**config.mk**
```make
export PLATFORM = sky130hd
export DESIGN_NAME = tdfe_core
export DESIGN_NICKNAME = d
export VERILOG_FILES = /design/src/rtl/core/tdfe_pkg.sv /design/src/rtl/core/tdfe_core.sv
export SDC_FILE = /design/constraint.sdc
export NUM_CORES = 2
export LEC_CHECK = 0
export ABC_AREA = 1
export BUFFER_PORTS_ARGS = -buffer_cell sky130_fd_sc_hd__buf_2
export CORE_UTILIZATION = 45
export DETAILED_ROUTE_END_ITERATION = 8
export SLEW_MARGIN = 20
export SYNTH_ARGS = -nofsm -noshare
export SYNTH_HDL_FRONTEND = slang
export SYNTH_SLANG_ARGS = --single-unit
```
**constraint.sdc**
```tcl
create_clock -name clk -period 12.6 [get_ports clk]
set_input_delay 3.15 -clock clk [delete_from_list [all_inputs] [get_ports clk]]
set_output_delay 3.15 -clock clk [all_outputs]
set_load 0.02 [all_outputs]
```
**src/rtl/core/tdfe_pkg.sv**
```systemverilog
// ----------------------------------------------------------------------------
// tdfe_pkg
// Shared types and constants of the delta telemetry frame encoder.
// ----------------------------------------------------------------------------
package tdfe_pkg;

  typedef enum logic [1:0] {
    CMD_START  = 2'd0,
    CMD_VAR    = 2'd1,
    CMD_FINISH = 2'd2,
    CMD_NONE   = 2'd3
  } cmd_t;

  typedef enum logic [1:0] {
    KIND_HEADER = 2'd0,
    KIND_DATA   = 2'd1,
    KIND_SIG    = 2'd2,
    KIND_SIZE   = 2'd3
  } kind_t;

  localparam int CFG_IDX_W  = 2;
  localparam int CFG_DATA_W = 16;
  localparam logic [CFG_IDX_W-1:0] CFG_FRAME_PERIOD = 2'd0;
  localparam logic [CFG_IDX_W-1:0] CFG_MAX_FRAME    = 2'd1;

  localparam logic [12:0] MAX_FRAME_RST = 13'd256;
  localparam logic [12:0] MAX_FRAME_LO  = 13'd3;
  localparam logic [12:0] MAX_FRAME_HI  = 13'd4096;

  // ts / 10 == (ts * DIV10_MUL) >> 35 for every 32-bit ts
  localparam logic [31:0] DIV10_MUL = 32'hCCCCCCCD;
  localparam int          DIV10_SH  = 35;
  // ts % 625 == 0 iff (ts * inverse of 625, modulo 2^32) <= (2^32 - 1) / 625
  localparam logic [31:0] INV25      = 32'hC28F5C29;
  localparam logic [31:0] INV625     = 32'(64'(INV25) * 64'(INV25));
  localparam logic [31:0] DIV625_LIM = 32'(64'h0000_0000_FFFF_FFFF / 64'd625);

  localparam logic [11:0] OFFSET_SAT = 12'hFFF;
  localparam int          SIG_PEND_W = 6;

  localparam int RES_DEPTH = 4;
  localparam int RES_AW    = $clog2(RES_DEPTH);
  localparam int RES_CW    = $clog2(RES_DEPTH + 1);

  typedef struct packed {
    logic [1:0]  cmd;
    logic [31:0] now_ms;
    logic        high_detail;
    logic [63:0] var_bytes;
    logic [3:0]  var_len;
  } in_item_t;

  typedef struct packed {
    logic [1:0]  kind;
    logic [11:0] offset;
    logic [3:0]  nbytes;
    logic [63:0] payload;
    logic [12:0] frame_size;
  } out_item_t;

  // results of one accepted item, packed from slot 0
  typedef struct packed {
    logic vld0;
    logic vld1;
  } res_push_t;

endpackage

```
**src/rtl/core/tdfe_core.sv**
```systemverilog
// ----------------------------------------------------------------------------
// tdfe_core
// Frame state, change detection and result generation, one item a cycle.
// ----------------------------------------------------------------------------
module tdfe_core #(
  parameter int NUM_VARS      = 256,
  parameter int MAX_VAR_BYTES = 8
) (
  input  logic                                 clk,
  input  logic                                 rst_n,
  input  logic                                 cfg_we,
  input  logic [tdfe_pkg::CFG_IDX_W-1:0]       cfg_index,
  input  logic [tdfe_pkg::CFG_DATA_W-1:0]      cfg_data,
  input  logic                                 in_accept,
  input  tdfe_pkg::in_item_t                   in_item,
  input  logic [8*MAX_VAR_BYTES-1:0]           snap_rdata,
  output logic                                 snap_we,
  output logic [$clog2(NUM_VARS)-1:0]          snap_waddr,
  output logic [8*MAX_VAR_BYTES-1:0]           snap_wdata,
  output logic [$clog2(NUM_VARS)-1:0]          snap_raddr,
  output tdfe_pkg::res_push_t                  res_push,
  output tdfe_pkg::out_item_t                  res0,
  output tdfe_pkg::out_item_t                  res1
);
  import tdfe_pkg::*;

  localparam int IW = $clog2(NUM_VARS);
  localparam int SW = 8 * MAX_VAR_BYTES;

  // state registers
  logic [NUM_VARS-1:0]   resend_r,      resend_nxt;
  logic                  resend_all_r,  resend_all_nxt;
  logic                  last_hd_r,     last_hd_nxt;
  logic [31:0]           ts_r,          ts_nxt;
  logic [31:0]           last_time_r,   last_time_nxt;
  logic [IW-1:0]         cnt_r,         cnt_nxt;
  logic [12:0]           size_r,        size_nxt;
  logic [SIG_PEND_W-1:0] sig_pend_r,    sig_pend_nxt;
  logic [7:0]            sig_bits_r,    sig_bits_nxt;
  logic [11:0]           sig_off_r,     sig_off_nxt;
  logic [11:0]           wr_off_r,      wr_off_nxt;
  logic                  stopped_r,     stopped_nxt;
  logic [15:0]           period_r,      period_nxt;
  logic [12:0]           max_r,         max_nxt;

  // datapath
  logic [3:0]  len_c;
  logic [63:0] mask;
  logic [63:0] val;
  logic        send;
  logic [12:0] sum;
  logic        ovf;
  logic        last_var;
  logic        grp_end;
  logic [7:0]  sig_bits_upd;
  logic [11:0] wr_off_upd;
  logic        sig_ok;
  logic [63:0] hdr_prod;
  logic [14:0] ts10;
  logic [31:0] mod_prod;
  logic        ts_div10000;
  logic [31:0] ts_step;
  logic [12:0] cfg_max;
  out_item_t   res_a, res_b;
  logic        a_v,   b_v;

  function automatic logic [11:0] sat_add(input logic [11:0] a, input logic [3:0] b);
    logic [12:0] s;
    s = {1'b0, a} + 13'(b);
    sat_add = s[12] ? OFFSET_SAT : s[11:0];
  endfunction

  function automatic out_item_t sig_item(input logic [11:0] off, input logic [7:0] bits);
    out_item_t r;
    r.kind       = KIND_SIG;
    r.offset     = off;
    r.nbytes     = 4'd1;
    r.payload    = {56'b0, bits};
    r.frame_size = '0;
    sig_item     = r;
  endfunction

  // --- variable compare ---
  assign len_c = (in_item.var_len > 4'(MAX_VAR_BYTES)) ? 4'(MAX_VAR_BYTES) : in_item.var_len;

  always_comb begin
    for (int b = 0; b < 8; b++) begin
      mask[8*b +: 8] = {8{4'(b) < len_c}};
    end
  end

  assign val      = in_item.var_bytes & mask;
  assign send     = resend_r[cnt_r] | ((snap_rdata & mask[SW-1:0]) != val[SW-1:0]);
  assign sum      = size_r + 13'(len_c) + 13'(sig_pend_r);
  assign ovf      = send & (sum >= max_r);
  assign last_var = (cnt_r == IW'(NUM_VARS - 1));
  assign grp_end  = (cnt_r[2:0] == 3'd7);
  assign sig_ok   = ({1'b0, sig_off_r} < max_r);

  assign sig_bits_upd = send ? (sig_bits_r | (8'd1 << cnt_r[2:0])) : sig_bits_r;
  assign wr_off_upd   = send ? sat_add(wr_off_r, len_c) : wr_off_r;

  // --- timestamp arithmetic ---
  assign hdr_prod    = 64'(ts_r) * 64'(DIV10_MUL);
  assign ts10        = hdr_prod[DIV10_SH +: 15];
  assign mod_prod    = ts_r * INV625;
  assign ts_div10000 = (ts_r[3:0] == 4'd0) && (mod_prod <= DIV625_LIM);
  assign ts_step     = (period_r != 16'd0) ? 32'(period_r) : (in_item.now_ms - last_time_r);

  assign cfg_max = (cfg_data[12:0] < MAX_FRAME_LO) ? MAX_FRAME_LO :
                   (cfg_data[12:0] > MAX_FRAME_HI) ? MAX_FRAME_HI : cfg_data[12:0];

  // --- snapshot memory ---
  assign snap_waddr = cnt_r;
  assign snap_wdata = (snap_rdata & ~mask[SW-1:0]) | val[SW-1:0];
  assign snap_raddr = cnt_nxt;

  always_comb begin
    resend_nxt     = resend_r;
    resend_all_nxt = resend_all_r;
    last_hd_nxt    = last_hd_r;
    ts_nxt         = ts_r;
    last_time_nxt  = last_time_r;
    cnt_nxt        = cnt_r;
    size_nxt       = size_r;
    sig_pend_nxt   = sig_pend_r;
    sig_bits_nxt   = sig_bits_r;
    sig_off_nxt    = sig_off_r;
    wr_off_nxt     = wr_off_r;
    stopped_nxt    = stopped_r;
    period_nxt     = period_r;
    max_nxt        = max_r;
    snap_we        = 1'b0;
    res_a          = '0;
    res_b          = '0;
    a_v            = 1'b0;
    b_v            = 1'b0;

    if (cfg_we) begin
      case (cfg_index)
        CFG_FRAME_PERIOD: period_nxt = cfg_data;
        CFG_MAX_FRAME:    max_nxt    = cfg_max;
        default:          ;
      endcase
    end

    if (in_accept) begin
      case (in_item.cmd)
        CMD_START: begin
          // a detail change schedules a full resend, applied right here
          if (resend_all_r || (last_hd_r != in_item.high_detail)) begin
            resend_nxt = '1;
          end
          resend_all_nxt = 1'b0;
          last_hd_nxt    = in_item.high_detail;
          res_a.kind     = KIND_HEADER;
          res_a.offset   = '0;
          res_a.nbytes   = 4'd2;
          res_a.payload  = {48'b0, in_item.high_detail, ts10[14:8], ts10[7:0]};
          a_v            = 1'b1;
          cnt_nxt        = '0;
          size_nxt       = 13'd2;
          sig_pend_nxt   = SIG_PEND_W'(1);
          sig_bits_nxt   = '0;
          sig_off_nxt    = 12'd2;
          wr_off_nxt     = 12'd3;
          stopped_nxt    = 1'b0;
        end
        CMD_VAR: begin
          if (!stopped_r) begin
            if (ovf) begin
              // keep the variable for the next frame, close the group, stop
              resend_nxt[cnt_r] = 1'b1;
              res_b             = sig_item(sig_off_r, sig_bits_r);
              b_v               = sig_ok;
              stopped_nxt       = 1'b1;
            end else begin
              if (send) begin
                resend_nxt[cnt_r] = 1'b0;
                snap_we           = 1'b1;
                res_a.kind        = KIND_DATA;
                res_a.offset      = wr_off_r;
                res_a.nbytes      = len_c;
                res_a.payload     = val;
                a_v               = 1'b1;
                size_nxt          = sum;
                sig_pend_nxt      = '0;
              end
              sig_bits_nxt = sig_bits_upd;
              wr_off_nxt   = wr_off_upd;
              if (grp_end) begin
                res_b        = sig_item(sig_off_r, sig_bits_upd);
                b_v          = sig_ok;
                sig_bits_nxt = '0;
                sig_pend_nxt = (send ? SIG_PEND_W'(0) : sig_pend_r) + SIG_PEND_W'(1);
                sig_off_nxt  = wr_off_upd;
                wr_off_nxt   = sat_add(wr_off_upd, 4'd1);
                if (last_var) begin
                  stopped_nxt = 1'b1;
                end
              end else if (last_var) begin
                res_b       = sig_item(sig_off_r, sig_bits_upd);
                b_v         = sig_ok;
                stopped_nxt = 1'b1;
              end
              cnt_nxt = cnt_r + IW'(1);
            end
          end
        end
        CMD_FINISH: begin
          res_a            = sig_item(sig_off_r, sig_bits_r);
          a_v              = ~stopped_r & sig_ok;
          stopped_nxt      = 1'b1;
          res_b.kind       = KIND_SIZE;
          res_b.offset     = '0;
          res_b.nbytes     = '0;
          res_b.payload    = '0;
          res_b.frame_size = size_r;
          b_v              = 1'b1;
          if (ts_div10000) begin
            resend_all_nxt = 1'b1;
          end
          ts_nxt        = ts_r + ts_step;
          last_time_nxt = in_item.now_ms;
        end
        default: ;
      endcase
    end

    // pack results from slot 0
    if (a_v) begin
      res0         = res_a;
      res1         = res_b;
      res_push     = '{vld0: 1'b1, vld1: b_v};
    end else begin
      res0         = res_b;
      res1         = res_b;
      res_push     = '{vld0: b_v, vld1: 1'b0};
    end
  end

  always_ff @(posedge clk) begin
    if (!rst_n) begin
      resend_r     <= '1;
      resend_all_r <= 1'b1;
      last_hd_r    <= 1'b0;
      ts_r         <= '0;
      last_time_r  <= '0;
      cnt_r        <= '0;
      size_r       <= 13'd2;
      sig_pend_r   <= SIG_PEND_W'(1);
      sig_bits_r   <= '0;
      sig_off_r    <= 12'd2;
      wr_off_r     <= 12'd3;
      stopped_r    <= 1'b0;
      period_r     <= '0;
      max_r        <= MAX_FRAME_RST;
    end else begin
      resend_r     <= resend_nxt;
      resend_all_r <= resend_all_nxt;
      last_hd_r    <= last_hd_nxt;
      ts_r         <= ts_nxt;
      last_time_r  <= last_time_nxt;
      cnt_r        <= cnt_nxt;
      size_r       <= size_nxt;
      sig_pend_r   <= sig_pend_nxt;
      sig_bits_r   <= sig_bits_nxt;
      sig_off_r    <= sig_off_nxt;
      wr_off_r     <= wr_off_nxt;
      stopped_r    <= stopped_nxt;
      period_r     <= period_nxt;
      max_r        <= max_nxt;
    end
  end

endmodule

```
==> impl_metrics.csv <==
group,metric,value,unit
global_routing,grt_overflow_total,0,
synth,ys_ff_latch,411,
worst_setup_path,slowest_delay,780,ps
sta,finalCriticalPeriod,12300,ps
global_routing,grt_max_degree,265,
sta,rsz0062_at_grt,"no",
place,gp_congestion,0.983,
clock_network,cts_root_buf,"clkbuf_16",
synth,synth_area_per_cell,7.27,um2
sta,hold_viol,0,
pwr,ir_drop,0.162,mV
worst_setup_path,setup.worst_path.start_class,"flop",
worst_setup_path,crit_fanout,12,
synth,synthCells,7190,
synth,yosys.area.top_type,"fa_1",
pwr,finalPower,8640,uW
clock_network,clockBufferDepth,3,
sta,timing.final.crit_share,0.976,
synth,synth-edff-count,0,
synth,syn_area,52300,um2
global_routing,grt_usage,0.334,
cells_and_area,area_delta_synth_final,8.91,%
floorplan,coreArea,115000,um2
synth,async_flop_share,0,
drt,vias,50317,
clock_network,insertion_delay,650,ps
place,hpwlAfterDp,152,mm
worst_setup_path,cp_data_required_time,9450,ps
floorplan,io_pins,462,
synth,synth-main-ff-cell,"dfxtp_1",
worst_setup_path,critPathKind,"flop to output pin",
floorplan,rows,124,
worst_setup_path,timing.rr.start,"ts_r[10]",
worst_setup_path,critPathTopFamily,"adder cells",
cells_and_area,fin_nets,8673,
synth,yosysWarningCount,0,
sta,relSlewSlack,0.157,
worst_setup_path,cp_cell_sequence,"inv_1 -> ha_1 -> inv_1 -> fa_1 -> fa_1 -> fa_1 -> inv_1 -> fa_1 -> fa_1 -> fa_1 -> inv_1 -> fa_1 -> inv_1 -> ha_1 -> a21oi_1 -> o21a_1 -> o21ai_0 -> a221oi_1 -> o211ai_1 -> or2_2 -> a31oi_1 -> a21oi_1 -> buf_2",
clock_network,cts.sinks,411,
global_routing,grt_pass1_wl,299,mm
pwr,leakage,0.0287,uW
clock_network,clkSlewWorstSetupHoldPaths,70,ps
floorplan,initial_core_util,0.455,
worst_setup_path,cp_slowest_cell,"dfxtp_1",
synth,yosysUniqueCellTypes,57,
drt,antenna_left,0,
synth,synthMostInstantiatedCell,"nand2_1",
place,place.port_buffers,402,
flow_run,maxCapViolCount,0,
worst_setup_path,end_kind,"output pin",
drt,drc,0,
drt,drt-vias-per-instance,5.61,
sta,finalClockSkew,38.6,ps
floorplan,fp.dieH,343,um
synth,synth_commonest_cells,"nand2_1, inv_1, a21oi_1",
pwr,power_density,152,nW/um2
sta,worstMarginPinSlew,1270,ps
floorplan,die_w,343,um
place,place_worst_setup_slack,439,ps
drt,wire_per_inst,22.4,um
outcome,status,"finished clean",
cells_and_area,fillers,11745,
synth,seq_area_frac_synth,0.157,
worst_setup_path,worst-endpoint-arrival,9150,ps
hold_path,hp-start,"last_time_r[15]",
sta,fin_ws,297,ps
global_routing,grt_pass1_vias,48133,
clock_network,tritoncts,"done",
hold_path,min_path_type,"flop to flop",
worst_setup_path,critPathBufInv,6,
synth,synth.area.top_cells,"fa_1, dfxtp_1, ha_1, nand2_1, inv_1",
sta,setup_viol,0,
worst_setup_path,crit_top_cell,"fa_1",
cells_and_area,fin_area,56900,um2
sta,drv_slew,0,
place,placed_cell_area,55200,um2
drt,wirelength,201,mm
cells_and_area,drive_gt1_frac,0.0864,
worst_setup_path,startpoint,"ts_r[3]",
clock_network,numCtsBuffers,49,
sta,fin_tns_setup,0,ps
global_routing,antenna_found_initial,13,
drt,drt-pass1-iter-count,8,
sta,max_freq,81.3,MHz
drt,drt_iter0_markers,5047,
clock_network,cts_max_level,2,
synth,synth_top_cell_area_share,0.217,
cells_and_area,utilization,0.496,
floorplan,dieArea,118000,um2
-- path summary, 6_finish.rpt --
path                     end  slack [ps]  cells after the start
min reg2reg  last_time_r[15]         460                      2
min          last_time_r[15]         460                      2
max reg2reg     resend_all_r        4870                     27
max                 res0[20]         300                     23
-- per-layer routing --
| metal | global-route usage | wire length (um) | part of all wire |
|---|---|---|---|
| met2 | 0.543 | 93300 | 0.46 |
| met1 | 0.438 | 81600 | 0.41 |
| met3 | 0.0536 | 16300 | 0.081 |
| met4 | 0.148 | 9670 | 0.048 |
| met5 | 0 | 46 | 0.00023 |
-- layout make-up --
type                    count  area, um2  area share
multi-input cells        5148      37400       0.657
flip-flops and latches    411       8230       0.145
inverters                1294       4860      0.0854
repair buffers            504       2830      0.0496
well taps                1512       1890      0.0332
clock buffers              73       1460      0.0256
clock inverters            16        224     0.00393
diodes                      9       22.5    0.000396
-- stage by stage --
step	std cells	hold slack, ps
floorplan	7248	433
global placement	8869	443
detailed placement	8869	451
CTS	8958	461
global route	8959	483
finish	8967	458
-- sequential cells by signal, indices dropped and copies added, names as in the netlist --
| register | count |
|---|---|
| ts_r | 32 |
| wr_off_r | 12 |
| stopped_r | 1 |
| sig_off_r | 12 |
| resend_all_r | 1 |
| size_r | 13 |
| last_time_r | 32 |
| snap_waddr | 8 |
| sig_bits_r | 8 |
| sig_pend_r | 6 |
| period_r | 16 |
| last_hd_r | 1 |
| resend_r | 256 |
| max_r | 13 |
-- cell families after synthesis --
family / count (synthesis) / synth area share
buffers and inverters: 1689 / 0.132
flip-flops: 411 / 0.157
adder cells (fa/ha/maj): 1076 / 0.339
XOR/XNOR: 165 / 0.0276
AO/OA/AOI/OAI: 1541 / 0.161
AND/OR/NAND/NOR: 2307 / 0.184
other: 1 / 0.0000717
-- cell usage in the layout (no fill, tap or decap), drive strengths merged, types with 39 or more instances in the layout --
| master | instances |
|---|---|
| nand4 | 39 |
| ha | 510 |
| xnor2 | 79 |
| nand3 | 506 |
| inv | 1293 |
| clkbuf | 73 |
| buf | 504 |
| dfxtp | 411 |
| nand2 | 1309 |
| a31oi | 276 |
| xor2 | 86 |
| nor2 | 380 |
| a21oi | 599 |
| o21ai | 532 |
| fa | 566 |
| conb | 59 |
-- what timing repair did --
action,in CTS,in global routing
hold buffers,0,0
resized for setup,0,1
endpoints found under the setup margin,0,1
buffers inserted,0,0
-- tightest hold or removal path: cells and delay by family, from the launching register on --
family,cells,cell delay (ps)
flops,1,300
compound gates,1,60
buf+inv,1,60
-- power breakdown --
group	internal, uW	total (uW)	switching, uW
Clock	867	1530	666
Combinational	2040	5670	3630
Sequential	1370	1440	65.6
Total	4280	8640	4360
No activity file was read; power rests on OpenSTA's default activity.
